`config.mk`:
```
export PLATFORM = sky130hd
export DESIGN_NAME = cstl_cell
export DESIGN_NICKNAME = d
export VERILOG_FILES = /design/src/hw/rtl/cd_sector_track_locator_unit_assert.svh /design/src/hw/rtl/cstl_pkg.sv /design/src/hw/rtl/cstl_cell.sv
export SDC_FILE = /design/constraint.sdc
export NUM_CORES = 1
export LEC_CHECK = 0
export ABC_AREA = 1
export BUFFER_PORTS_ARGS = -buffer_cell sky130_fd_sc_hd__buf_2
export CORE_MARGIN = 1.5
export CORE_UTILIZATION = 46
export CTS_CLUSTER_DIAMETER = 80
export DETAILED_ROUTE_END_ITERATION = 8
export MAX_ROUTING_LAYER = met4
export PLACE_DENSITY = 0.81
export SLEW_MARGIN = 25
export SYNTH_ARGS = -nofsm -noshare
export SYNTH_HDL_FRONTEND = slang
export SYNTH_SLANG_ARGS = --single-unit
```
`constraint.sdc`:
```
create_clock -name clk_i -period 2.5 [get_ports clk_i]
set_input_delay 0.5 -clock clk_i [delete_from_list [all_inputs] [get_ports clk_i]]
set_output_delay 0.5 -clock clk_i [all_outputs]
set_load 0.02 [all_outputs]
```
`src/hw/rtl/cd_sector_track_locator_unit_assert.svh`:
```
// Assertion macros for the sector track locator unit.
// Expects clk_i and rst_ni in the scope of each use.
`ifndef CD_SECTOR_TRACK_LOCATOR_UNIT_ASSERT_SVH
`define CD_SECTOR_TRACK_LOCATOR_UNIT_ASSERT_SVH
`ifndef SYNTHESIS
`define CSTL_ASSERT(lbl, prop) \
  lbl: assert property (@(posedge clk_i) disable iff (!rst_ni) (prop)) \
    else $error("assertion lbl failed");
`define CSTL_NEVER(lbl, cond) \
  lbl: assert property (@(posedge clk_i) disable iff (!rst_ni) !(cond)) \
    else $error("assertion lbl failed");
`else
`define CSTL_ASSERT(lbl, prop)
`define CSTL_NEVER(lbl, cond)
`endif
`endif

```
`src/hw/rtl/cstl_pkg.sv`:
```
// Types, constants and helpers shared by the sector track locator unit.
// No dependencies.
package cstl_pkg;

  localparam int unsigned MaxEntries = 128;
  localparam int unsigned IdxW       = (MaxEntries > 1) ? $clog2(MaxEntries) : 1;
  localparam int unsigned CountW     = 8;
  localparam int unsigned EntryIdxW  = 7;
  localparam int unsigned FrameW     = 19;
  localparam int unsigned SkipW      = 32;
  localparam int unsigned SizeW      = 2;
  localparam int unsigned TrackW     = 7;
  localparam int unsigned LenW       = 12;
  localparam int unsigned MinW       = 7;
  localparam int unsigned SecW       = 6;
  localparam int unsigned FrmW       = 7;
  localparam int unsigned MsfW       = 20;
  localparam int unsigned QuotW      = 13;
  localparam int unsigned ProdW      = FrameW + LenW;
  localparam int unsigned SumW       = SkipW + 1;

  typedef enum logic [0:0] {
    ActWrite  = 1'b0,
    ActLookup = 1'b1
  } action_e;

  typedef enum logic [1:0] {
    StOk      = 2'd0,
    StNoTrack = 2'd1,
    StRawErr  = 2'd2
  } status_e;

  localparam logic [SizeW-1:0] SizeCooked = 2'd0;
  localparam logic [SizeW-1:0] SizeMode2  = 2'd1;
  localparam logic [SizeW-1:0] SizeRaw    = 2'd2;

  localparam logic [LenW-1:0] CookedBytes = 12'd2048;
  localparam logic [LenW-1:0] Mode2Bytes  = 12'd2336;
  localparam logic [LenW-1:0] RawBytes    = 12'd2352;

  localparam logic [MsfW-1:0] MsfLead    = 20'd150;
  localparam logic [SumW-1:0] AdjMode1   = 33'd16;
  localparam logic [SumW-1:0] AdjMode2   = 33'd24;

  // floor(x/75) = (x * Recip75) >> 26 for x < 2^20
  localparam logic [MsfW-1:0]  Recip75   = 20'd894785;
  localparam int unsigned      Recip75Sh = 26;
  // floor(q/60) = (q * Recip60) >> 19 for q < 2^13
  localparam logic [QuotW:0]   Recip60   = 14'd8739;
  localparam int unsigned      Recip60Sh = 19;

  typedef struct packed {
    logic [FrameW-1:0] start;
    logic [SkipW-1:0]  skip;
    logic [SizeW-1:0]  size_code;
    logic              mode2;
    logic              is_data;
  } entry_t;

  // search token walking down the cell chain
  typedef struct packed {
    logic              valid;
    logic              found;
    logic              raw;
    logic [FrameW-1:0] sector;
    logic [IdxW-1:0]   idx;
    entry_t            entry;
  } probe_t;

  typedef struct packed {
    logic load;
    logic mul;
    logic red;
    logic fin;
  } step_t;

  typedef struct packed {
    status_e           status;
    logic [TrackW-1:0] track_number;
    logic              is_data;
    logic [SkipW-1:0]  byte_offset;
    logic [LenW-1:0]   read_length;
    logic [MinW-1:0]   abs_minute;
    logic [SecW-1:0]   abs_second;
    logic [FrmW-1:0]   abs_frame;
    logic [MinW-1:0]   rel_minute;
    logic [SecW-1:0]   rel_second;
    logic [FrmW-1:0]   rel_frame;
  } res_t;

  function automatic logic [LenW-1:0] size_bytes(logic [SizeW-1:0] code);
    logic [LenW-1:0] bytes;
    case (code)
      SizeMode2: bytes = Mode2Bytes;
      SizeRaw:   bytes = RawBytes;
      default:   bytes = CookedBytes;
    endcase
    return bytes;
  endfunction

endpackage

```
`src/hw/rtl/cstl_cell.sv`:
```
// One cell of the track chain: holds one table entry and tests the
// passing search token against its own and its successor's start.
// Depends on cstl_pkg.
module cstl_cell import cstl_pkg::*; (
  input  logic                 clk_i,
  input  logic                 rst_ni,
  input  logic [IdxW-1:0]      cell_idx_i,
  input  logic [CountW-1:0]    count_i,
  input  logic                 wr_i,
  input  logic [EntryIdxW-1:0] wr_idx_i,
  input  entry_t               wr_entry_i,
  input  logic [FrameW-1:0]    next_start_i,
  output logic [FrameW-1:0]    start_o,
  input  probe_t               probe_i,
  output probe_t               probe_o
);

  entry_t entry_q;
  probe_t pl_d, pl_q;
  logic   valid_q;
  logic   in_range;
  logic   hit;

  always_ff @(posedge clk_i) begin
    if (wr_i && (wr_idx_i == EntryIdxW'(cell_idx_i))) begin
      entry_q <= wr_entry_i;
    end
  end

  assign start_o = entry_q.start;

  // the lead-out entry is only a bound, never a track
  assign in_range = (CountW'(cell_idx_i) + CountW'(1)) < count_i;
  assign hit = probe_i.valid && !probe_i.found && in_range &&
               (entry_q.start <= probe_i.sector) && (probe_i.sector < next_start_i);

  always_comb begin
    pl_d = probe_i;
    if (hit) begin
      pl_d.found = 1'b1;
      pl_d.idx   = cell_idx_i;
      pl_d.entry = entry_q;
    end
  end

  always_ff @(posedge clk_i or negedge rst_ni) begin
    if (!rst_ni) begin
      valid_q <= 1'b0;
    end else begin
      valid_q <= probe_i.valid;
    end
  end

  always_ff @(posedge clk_i) begin
    pl_q <= pl_d;
  end

  always_comb begin
    probe_o       = pl_q;
    probe_o.valid = valid_q;
  end

endmodule

```
==> flow_metrics.tcl <==
set metrics [dict create \
    avgSynthCellArea_um2 9.563 \
    synth-main-ff-cell "dfxtp_1" \
    grt.total_usage 0.2350 \
    hold_depth 1 \
    dr_total_vias 5005 \
    crit_fanout 22 \
    ant_nets 0 \
    period_minus_slack_ns 2.216 \
    synth_warnings 0 \
    crit_buf_inv 2 \
    post-route-period-util 0.8863 \
    start_kind "input pin" \
    antenna_found_initial 0 \
    syn_nets 839 \
    worstHoldEndpoint "probe_o[81]$_DFF_P_" \
    post-route-util 0.6518 \
    regToRegEndpoint "probe_o[10]$_DFF_P_" \
    synth_top_area_frac 0.2844 \
    worst-r2r-setup-slack_ns 0.29 \
    power_density_nw_per_um2 702.9 \
    cpMostUsedCell "nand3_1" \
    endpoint_kind "flop" \
    htree_levels 4 \
    grt_pass1_vias 4836 \
    dr.pass1.iters 6 \
    outcome "completed" \
    root_buffer "clkbuf_16" \
    dieWidth_um 115.7 \
    path_class "input pin to flop" \
    timing.fmax_ghz 0.4513 \
    setup_violations 0 \
    synth_cell_type_count 29 \
    cp_top_family "simple AND/OR/NAND/NOR gates" \
    cts_resized 0 \
    hold_path_class "input pin to flop" \
    layout-drive-gt1-share 0.3711 \
    crit_slowest_cell "buf_4" \
    cts_buffer_depth 2 \
    num-fill-cells 1020 \
    slew_headroom 0.7419 \
    drt_iter0_drc 239 \
    synth-edff-count 55 \
    clkLatencyLatePin_ns 0.42 \
    post-synth-top-count-cell "nand2_1" \
    io_buffers 285 \
    num_antenna_cells 0 \
    ys_seq_area_frac 0.5713 \
    coreArea_um2 12210 \
    routedWlPerCell_um 14.29 \
    layout.cells.non_filler 1076 \
    io_pins 286 \
    clock-sinks 139 \
    die_area_um2 13390 \
    place_inst 1043 \
    die_h_um 115.7 \
    yosysTopAreaCell "dfxtp_1" \
    rsz0062_at_grt "no" \
    nets 1123 \
    vias_per_cell 4.651 \
    ff_latch_area_um2 3338 \
    yosys-top-cells-count "nand2_1 (187), dfxtp_1 (83), inv_1 (71), nand3_1 (68), edfxtp_1 (55)" \
    fin_skew_ns 0.006482 \
    arrival_ns 2.57 \
    async_flop_share 0.007194 \
    netlist_instances 611 \
    hold_start "probe_i[81]" \
    drt_wl_total_um 15380 \
    area_delta_synth_final_pct 36.23 \
    cts_tree "built" \
    cap_violations 0 \
    grt_pass1_wl_um 22640 \
    start_util 0.4785 \
    worstPathCellList "buf_2 -> nand3_1 -> nor2_1 -> nand3_1 -> nor2_1 -> ha_1 -> nand2_1 -> nand2_1 -> nor2_1 -> nand3_1 -> nor2_1 -> nand3_1 -> nor2_4 -> buf_4 -> nand3_1 -> nand2_1" \
    dp_hpwl_um 11710 \
    final-hold-violation-count 0 \
    synth-seq-cells 139 \
    worst-slew-pin-transition_ns 0.3872 \
    synth_area_leaders "dfxtp_1 (28%), edfxtp_1 (28%), nand2_1 (12%)" \
    clk_pin_slew_ns 0.06 \
    ff2ff_path_depth 9 \
    leakagePower_uw 0.004255 \
    grt_max_degree 56 \
    peakVddDrop_mv 0.6116 \
    rr_startpoint "start_o[18]$_DFFE_PP_" \
    globalRouteOverflowTotal 0 \
    worstPathRequired_ns 2.86 \
    synth_area_um2 5843 \
    place_congestion 0.9322 \
    numCtsBuffers 17 \
    row_count 40 \
    drc 0 \
    maxSlewViolCount 0 \
    slowest_delay_ns 0.28 \
    multi_input_area_um2 1961 \
]
==> sequential cells by signal (all words and copies together) (netlist names) <==
| register | flops |
|---|---|
| entry_q | 36 |
| probe_o | 83 |
| start_o | 19 |
| valid_q | 1 |
==> report_power, final <==
part / leakage, uW / internal, uW / switching, uW
logic: 0.00278 / 303 / 446
clock network: 0.000272 / 1400 / 955
registers: 0.00121 / 2470 / 27.7
total: 0.00425 / 4170 / 1430
==> cell type report <==
| cell class | instances | area share |
|---|---|---|
| flip-flops and latches | 139 | 0.4194 |
| well taps | 168 | 0.02641 |
| multi-input cells | 361 | 0.2463 |
| repair buffers | 304 | 0.2037 |
| clock buffers | 19 | 0.05564 |
| inverters | 72 | 0.03395 |
| clock inverters | 13 | 0.01462 |
==> logic make-up after synthesis <==
kind of cell / share of synthesized area
xor+xnor: 0.008994
fa+ha+maj: 0.09636
compound gates: 0.02763
buf+inv: 0.09443
flops: 0.5713
simple gates: 0.2013
==> through the flow <==
step	worst slack, ns	power (uW)	hold slack [ns]	area [um^2]	setup TNS [ns]
3_5_place_dp	-0.1394	3290	0.2759	7391	-5.430
3_3_place_gp	-0.01735	3270	0.2741	7391	-0.08772
5_1_grt	0.06553	5834	0.1633	7960	0
2_1_floorplan	0.1704	2947	0.2044	5851	0
4_1_cts	0.2813	5645	0.1655	7960	0
6_report	0.2842	5595	0.1811	7960	0
==> what timing repair did <==
item	4_1_cts	5_1_grt
hold buffers	1	0
endpoints found under the hold margin	1	0
endpoints found under the setup margin	0	0
setup buffers	0	0
==> layout by cell type (no fill, tap or decap), drive strengths merged, types with 2 or more instances in the layout <==
| cell | synthesis | layout |
|---|---|---|
| a21boi | 2 | 2 |
| a21o | 2 | 2 |
| a21oi | 14 | 14 |
| buf | 38 | 303 |
| clkbuf | 1 | 19 |
| clkinv | 1 | 8 |
| clkinvlp | 0 | 2 |
| dfxtp | 83 | 83 |
| edfxtp | 55 | 55 |
| ha | 45 | 45 |
| inv | 71 | 74 |
| nand2 | 189 | 189 |
| nand3 | 68 | 68 |
| nand4 | 3 | 3 |
| nor2 | 22 | 22 |
| o21ai | 4 | 4 |
| xor2 | 6 | 6 |
==> layer usage <==
layer | global-route usage | routed length, um | up-vias
met1 | 0.2404 | 5758 | 2237
li1 | - | - | 2517
met3 | 0.05596 | 1052 | 32
met2 | 0.4245 | 8126 | 219
met5 | - | 0 | -
met4 | 0.1098 | 439 | 0
==> worst max-delay path by stage <==
stage | from | end | slack (ns) | depth (start not counted)
global route | cell_idx_i[0] | probe_o[0]$_DFF_P_ | 0.07 | 16
CTS | start_o[18]$_DFFE_PP_ | probe_o[0]$_DFF_P_ | 0.28 | 9
detailed placement | cell_idx_i[0] | probe_o[0]$_DFF_P_ | -0.14 | 16
finish | cell_idx_i[0] | probe_o[0]$_DFF_P_ | 0.28 | 16
floorplan | cell_idx_i[4] | entry_q[0]$_DFFE_PP_ | 0.17 | 5
global placement | cell_idx_i[0] | probe_o[0]$_DFF_P_ | -0.02 | 16
(Power assumes the default switching activity.)
