## src/hw/rtl/cd_sector_track_locator_unit_assert.svh

```systemverilog
// Assertion macros for the sector track locator unit.
// Expects clk_i and rst_ni in the scope of each use.
`ifndef CD_SECTOR_TRACK_LOCATOR_UNIT_ASSERT_SVH
`define CD_SECTOR_TRACK_LOCATOR_UNIT_ASSERT_SVH
`ifndef SYNTHESIS
`define CSTL_ASSERT(lbl, prop) \
  lbl: assert property (@(posedge clk_i) disable iff (!rst_ni) (prop)) \
    else $error("assertion lbl failed");
`define CSTL_NEVER(lbl, cond) \
  lbl: assert property (@(posedge clk_i) disable iff (!rst_ni) !(cond)) \
    else $error("assertion lbl failed");
`else
`define CSTL_ASSERT(lbl, prop)
`define CSTL_NEVER(lbl, cond)
`endif
`endif

```

## src/hw/rtl/cstl_pkg.sv

```systemverilog
// Types, constants and helpers shared by the sector track locator unit.
// No dependencies.
package cstl_pkg;

  localparam int unsigned MaxEntries = 128;
  localparam int unsigned IdxW       = (MaxEntries > 1) ? $clog2(MaxEntries) : 1;
  localparam int unsigned CountW     = 8;
  localparam int unsigned EntryIdxW  = 7;
  localparam int unsigned FrameW     = 19;
  localparam int unsigned SkipW      = 32;
  localparam int unsigned SizeW      = 2;
  localparam int unsigned TrackW     = 7;
  localparam int unsigned LenW       = 12;
  localparam int unsigned MinW       = 7;
  localparam int unsigned SecW       = 6;
  localparam int unsigned FrmW       = 7;
  localparam int unsigned MsfW       = 20;
  localparam int unsigned QuotW      = 13;
  localparam int unsigned ProdW      = FrameW + LenW;
  localparam int unsigned SumW       = SkipW + 1;

  typedef enum logic [0:0] {
    ActWrite  = 1'b0,
    ActLookup = 1'b1
  } action_e;

  typedef enum logic [1:0] {
    StOk      = 2'd0,
    StNoTrack = 2'd1,
    StRawErr  = 2'd2
  } status_e;

  localparam logic [SizeW-1:0] SizeCooked = 2'd0;
  localparam logic [SizeW-1:0] SizeMode2  = 2'd1;
  localparam logic [SizeW-1:0] SizeRaw    = 2'd2;

  localparam logic [LenW-1:0] CookedBytes = 12'd2048;
  localparam logic [LenW-1:0] Mode2Bytes  = 12'd2336;
  localparam logic [LenW-1:0] RawBytes    = 12'd2352;

  localparam logic [MsfW-1:0] MsfLead    = 20'd150;
  localparam logic [SumW-1:0] AdjMode1   = 33'd16;
  localparam logic [SumW-1:0] AdjMode2   = 33'd24;

  // floor(x/75) = (x * Recip75) >> 26 for x < 2^20
  localparam logic [MsfW-1:0]  Recip75   = 20'd894785;
  localparam int unsigned      Recip75Sh = 26;
  // floor(q/60) = (q * Recip60) >> 19 for q < 2^13
  localparam logic [QuotW:0]   Recip60   = 14'd8739;
  localparam int unsigned      Recip60Sh = 19;

  typedef struct packed {
    logic [FrameW-1:0] start;
    logic [SkipW-1:0]  skip;
    logic [SizeW-1:0]  size_code;
    logic              mode2;
    logic              is_data;
  } entry_t;

  // search token walking down the cell chain
  typedef struct packed {
    logic              valid;
    logic              found;
    logic              raw;
    logic [FrameW-1:0] sector;
    logic [IdxW-1:0]   idx;
    entry_t            entry;
  } probe_t;

  typedef struct packed {
    logic load;
    logic mul;
    logic red;
    logic fin;
  } step_t;

  typedef struct packed {
    status_e           status;
    logic [TrackW-1:0] track_number;
    logic              is_data;
    logic [SkipW-1:0]  byte_offset;
    logic [LenW-1:0]   read_length;
    logic [MinW-1:0]   abs_minute;
    logic [SecW-1:0]   abs_second;
    logic [FrmW-1:0]   abs_frame;
    logic [MinW-1:0]   rel_minute;
    logic [SecW-1:0]   rel_second;
    logic [FrmW-1:0]   rel_frame;
  } res_t;

  function automatic logic [LenW-1:0] size_bytes(logic [SizeW-1:0] code);
    logic [LenW-1:0] bytes;
    case (code)
      SizeMode2: bytes = Mode2Bytes;
      SizeRaw:   bytes = RawBytes;
      default:   bytes = CookedBytes;
    endcase
    return bytes;
  endfunction

endpackage

```

## src/hw/rtl/cstl_calc.sv

```systemverilog
// Post-search arithmetic: byte offset with saturation and the two MSF
// conversions, over four sequenced steps. Depends on cstl_pkg.
module cstl_calc import cstl_pkg::*; (
  input  logic   clk_i,
  input  step_t  step_i,
  input  probe_t probe_i,
  output res_t   res_o
);

  logic              found_q, raw_q, mode2_q, data_q;
  logic [IdxW-1:0]   idx_q;
  logic [SizeW-1:0]  size_q;
  logic [SkipW-1:0]  skip_q;
  logic [FrameW-1:0] rel_q;
  logic [MsfW-1:0]   absp_q, relp_q;
  logic [QuotW-1:0]  qa_q, qr_q;
  logic [ProdW-1:0]  prod_q;
  logic [FrmW-1:0]   fa_q, fr_q;
  logic [MinW-1:0]   ma_q, mr_q;
  logic [SecW-1:0]   sa_q, sr_q;
  logic [SkipW-1:0]  off_q;

  logic [2*MsfW-1:0]  qa_prod, qr_prod;
  logic [2*QuotW:0]   ma_prod, mr_prod;
  logic [SumW-1:0]    adj, sum;

  assign qa_prod = (2*MsfW)'(absp_q) * (2*MsfW)'(Recip75);
  assign qr_prod = (2*MsfW)'(relp_q) * (2*MsfW)'(Recip75);
  assign ma_prod = (2*QuotW+1)'(qa_q) * (2*QuotW+1)'(Recip60);
  assign mr_prod = (2*QuotW+1)'(qr_q) * (2*QuotW+1)'(Recip60);

  always_comb begin
    adj = '0;
    if (!raw_q) begin
      if (mode2_q) begin
        adj = AdjMode2;
      end else if (size_q == SizeRaw) begin
        adj = AdjMode1;
      end
    end
  end

  assign sum = SumW'(skip_q) + SumW'(prod_q) + adj;

  always_ff @(posedge clk_i) begin
    if (step_i.load) begin
      found_q <= probe_i.found;
      raw_q   <= probe_i.raw;
      idx_q   <= probe_i.idx;
      mode2_q <= probe_i.entry.mode2;
      data_q  <= probe_i.entry.is_data;
      size_q  <= probe_i.entry.size_code;
      skip_q  <= probe_i.entry.skip;
      rel_q   <= probe_i.sector - probe_i.entry.start;
      relp_q  <= MsfW'(probe_i.sector - probe_i.entry.start) + MsfLead;
      absp_q  <= MsfW'(probe_i.sector) + MsfLead;
    end
    if (step_i.mul) begin
      qa_q   <= QuotW'(qa_prod >> Recip75Sh);
      qr_q   <= QuotW'(qr_prod >> Recip75Sh);
      prod_q <= ProdW'(rel_q) * ProdW'(size_bytes(size_q));
    end
    if (step_i.red) begin
      fa_q  <= FrmW'(absp_q - MsfW'(qa_q) * MsfW'(75));
      fr_q  <= FrmW'(relp_q - MsfW'(qr_q) * MsfW'(75));
      ma_q  <= MinW'(ma_prod >> Recip60Sh);
      mr_q  <= MinW'(mr_prod >> Recip60Sh);
      off_q <= sum[SumW-1] ? '1 : sum[SkipW-1:0];
    end
    if (step_i.fin) begin
      sa_q <= SecW'(qa_q - QuotW'(ma_q) * QuotW'(60));
      sr_q <= SecW'(qr_q - QuotW'(mr_q) * QuotW'(60));
    end
  end

  always_comb begin
    res_o = '0;
    if (!found_q) begin
      res_o.status = StNoTrack;
    end else begin
      res_o.track_number = TrackW'(idx_q) + TrackW'(1);
      res_o.is_data      = data_q;
      res_o.abs_minute   = ma_q;
      res_o.abs_second   = sa_q;
      res_o.abs_frame    = fa_q;
      res_o.rel_minute   = mr_q;
      res_o.rel_second   = sr_q;
      res_o.rel_frame    = fr_q;
      if (raw_q && (size_q != SizeRaw)) begin
        res_o.status = StRawErr;
      end else begin
        res_o.status      = StOk;
        res_o.byte_offset = off_q;
        res_o.read_length = raw_q ? RawBytes : CookedBytes;
      end
    end
  end

endmodule

```

## config.mk

```make
export PLATFORM = sky130hd
export DESIGN_NAME = cstl_calc
export DESIGN_NICKNAME = d
export VERILOG_FILES = /design/src/hw/rtl/cd_sector_track_locator_unit_assert.svh /design/src/hw/rtl/cstl_pkg.sv /design/src/hw/rtl/cstl_calc.sv
export SDC_FILE = /design/constraint.sdc
export NUM_CORES = 2
export LEC_CHECK = 0
export ABC_AREA = 1
export BUFFER_PORTS_ARGS = -buffer_cell sky130_fd_sc_hd__buf_4
export CAP_MARGIN = 20
export CORE_ASPECT_RATIO = 1.75
export CORE_MARGIN = 2
export CORE_UTILIZATION = 50
export DETAILED_ROUTE_END_ITERATION = 10
export PLACE_DENSITY = 0.64
export REMOVE_ABC_BUFFERS = 1
export SYNTH_ARGS = -nofsm -noshare
export SYNTH_HDL_FRONTEND = slang
export SYNTH_SLANG_ARGS = --single-unit
```

## constraint.sdc

```tcl
create_clock -name clk_i -period 6.14 [get_ports clk_i]
set_input_delay 0 -clock clk_i [delete_from_list [all_inputs] [get_ports clk_i]]
set_output_delay 0 -clock clk_i [all_outputs]
set_load 0.05 [all_outputs]
```

==> impl_metrics.ini <==
[run_status]
status = finished, final reports clean

[sta]
fin_crit_sh_pct = 94.0
setup_viol = 0
min_period_ns = 5.77
final.setup.tns_ns = 0
skew_ns = 0.0195
drv_slew = 0
fmax_mhz = 173
worst_pin_slew_ns = 0.975
hold_viol = 0
grt_setup_unrepaired = no
slew_headroom_pct = 35.0

[layout]
num-nets-final = 5927
final_area_mm2 = 0.0406
drive_gt1_share_pct = 5.66
area_growth_syn_to_layout_pct = 12.0

[drt]
final_antenna_net_count = 0
wl_per_cell_um = 16.5
vias = 28400
routed_wl_mm = 94.6
firstDrtPassIters = 5
viasPerCell = 4.95
drcViolationCount = 0
drtIter0Drc = 927

[worst_setup_path]
cp.arrival_ns = 6.13
crit_fanout = 5
critPathSlowestCell = fa_1
max_stage_delay_ns = 0.55
critPathLaunchType = flip-flop
crit_required_ns = 6.50
cp_cell_sequence = inv_1 > fa_1 > fa_1 > inv_1 > fa_1 > fa_1 > inv_1 > fa_1 > inv_1 > ha_1 > ha_1 > ha_1 > nand2_1 > nor2_1 > inv_1 > nor3_1 > nand2_1 > nor2_1 > nand2_1 > nand3_1 > nand2_1
worst_setup_path_end_kind = flip-flop
critPathTopFamily = adder cells
criticalPathCategory = reg2reg
cp_num_buf_inv = 5

[logic_synthesis]
yosys.cell_types.count = 43
yosysSeqAreaShare_pct = 18.9
synth_top_area_share_pct = 24.5
synth_cells = 4486
synth_seq_cells = 228
synth_top_cells_by_area = ha_1, fa_1, edfxtp_1
syn_area_mm2 = 0.0363
syn_avg_cell_area_um2 = 8.09
yosys_warnings = 0
post-synth-top-area-cell = ha_1

[clock_tree]
cts.path.max_buffers = 3
clkSinkCount = 228
htreeDepth = 1
cts_tree = yes
cts_buffers = 27
cts-root-buf = clkbuf_16
clkTransAtPathRegs_ns = 0.08
worst_skew_pair.late_latency_ns = 0.62
cts_setup_buffers = 0

[grt]
grt_max_degree = 68
grt_pass1_wl_mm = 152
antenna_found_initial = 7
grtUsageMet3_pct = 2.11
top_usage_layer = met2
grt_usage_pct = 25.9
overflow = 0
grt_pass1_vias = 30700
grt_use_met1_pct = 23.4
grtUsageMet2_pct = 53.7

[die]
boundaryPins = 183
core-area_mm2 = 0.0719
die_w_um = 208
die_area_mm2 = 0.0748
initial_core_util_pct = 50.5
die_y_um = 360
row_count = 130

[flow_run]
max_cap_viol_count = 0

[min_path]
min_path_type = in2reg

[placed_design]
port_buffers = 173
dpl_cell_area_mm2 = 0.0388
gp_congestion = 0.939
dpl.hpwl_mm = 82.7
metrics by stage:
step | hold WS (ns) | utilization, % | worst slack [ns] | std cells
2_1_floorplan | 0.0989 | - | 0.925 | 4463
3_3_place_gp | 0.179 | 53.9 | 0.393 | 5585
3_5_place_dp | 0.179 | 53.9 | 0.346 | 5585
4_1_cts | 0.00230 | 56.4 | 0.309 | 5726
5_1_grt | 0.0527 | 56.5 | 0.00826 | 5729
6_report | 0.0152 | 56.5 | 0.371 | 5731
placed cells by master (no fill, tap or decap), types with 5 or more instances in the layout:
cell,Yosys,final
nand2_1,1017,1017
edfxtp_1,228,228
nor3_1,32,32
ha_1,710,710
and2_1,7,7
buf_4,10,198
a21oi_1,172,172
xnor2_1,33,33
nand4_1,37,37
dlygate4sd3_1,0,91
clkinv_2,0,6
inv_1,1192,1191
o21bai_1,16,16
nand3_1,160,160
clkbuf_16,0,27
inv_6,0,5
conb_1,1,8
a21o_1,9,9
o21ai_0,74,74
nand2_2,5,5
xor2_1,80,80
fa_1,346,346
nor4_1,8,8
nand3b_1,10,10
nor2_1,278,278
timing repair:
action	4_1_cts	5_1_grt
hold endpoints to repair	131	0
setup endpoints to repair	0	1
gates resized for setup	0	1
hold buffers	91	0
worst paths after layout:
check                                  from         end  slack (ns)  depth (start not counted)
worst max-delay path             relp_q[13]     qr_q[9]        0.37                         21
worst min-delay path            probe_i[50]  relp_q[14]        0.02                          6
worst max register to register   relp_q[13]     qr_q[9]        0.37                         21
worst min register to register    skip_q[1]    off_q[1]        0.51                          2
flip-flops by register name (all words and copies together) (netlist names), 7 cells and up:
| name | cells |
|---|---|
| absp_q | 20 |
| fa_q | 7 |
| fr_q | 7 |
| idx_q | 7 |
| ma_q | 7 |
| mr_q | 7 |
| off_q | 32 |
| prod_q | 27 |
| qa_q | 13 |
| qr_q | 13 |
| rel_q | 19 |
| relp_q | 19 |
| skip_q | 32 |
routing by layer:
layer / vias to the layer above / part of all wire (%)
li1: 14500 / -
met3: 265 / 2.4
met5: - / 0.039
met1: 13200 / 33
met2: 444 / 57
met4: 6 / 7.4
synth_stat cells (all sizes together):
master,number
a21boi,3
a21o,9
a21oi,174
a22oi,1
a31oi,3
and2,7
and3,4
buf,15
clkbuf,15
conb,1
edfxtp,228
fa,346
ha,710
inv,1194
nand2,1022
nand3,163
nand3b,10
nand4,38
nor2,284
nor2b,1
nor3,36
nor4,8
o211ai,1
o21a,3
o21ai,79
o21bai,16
o31ai,1
or2,1
xnor2,33
xor2,80
worst reg2reg max path: cells and delay by family, from the launching register on:
kind                       cells  cell delay [ns]
adders and majority gates      8             3.46
and+or+nand+nor                8             0.99
buffers and inverters          5             0.58
DFF                            1             0.46
logic make-up (layout without fill, tap and decap cells):
family,count (synthesis),count (layout),share of synthesized area (%)
AOI/OAI and AO/OA,290,290,4.29
and+or+nand+nor,1574,1574,17.7
xor gates and xnor gates,113,113,2.73
adders and majority gates,1056,1056,43.6
buffers and inverters,1224,1534,12.8
other,1,12,0.0103
DFF,228,228,18.9
layout make-up:
class	instances	area (um2)
well taps	924	1160
repair buffers	290	2420
multi-input cells	3041	24800
inverters	1194	4490
flip-flops and latches	228	6850
diodes	4	10.0
clock buffers	29	683
fillers	6784	31300
clock inverters	21	209
Power is not shown: default switching activity piles up to over one toggle a cycle in this logic, so the estimate is an artifact.
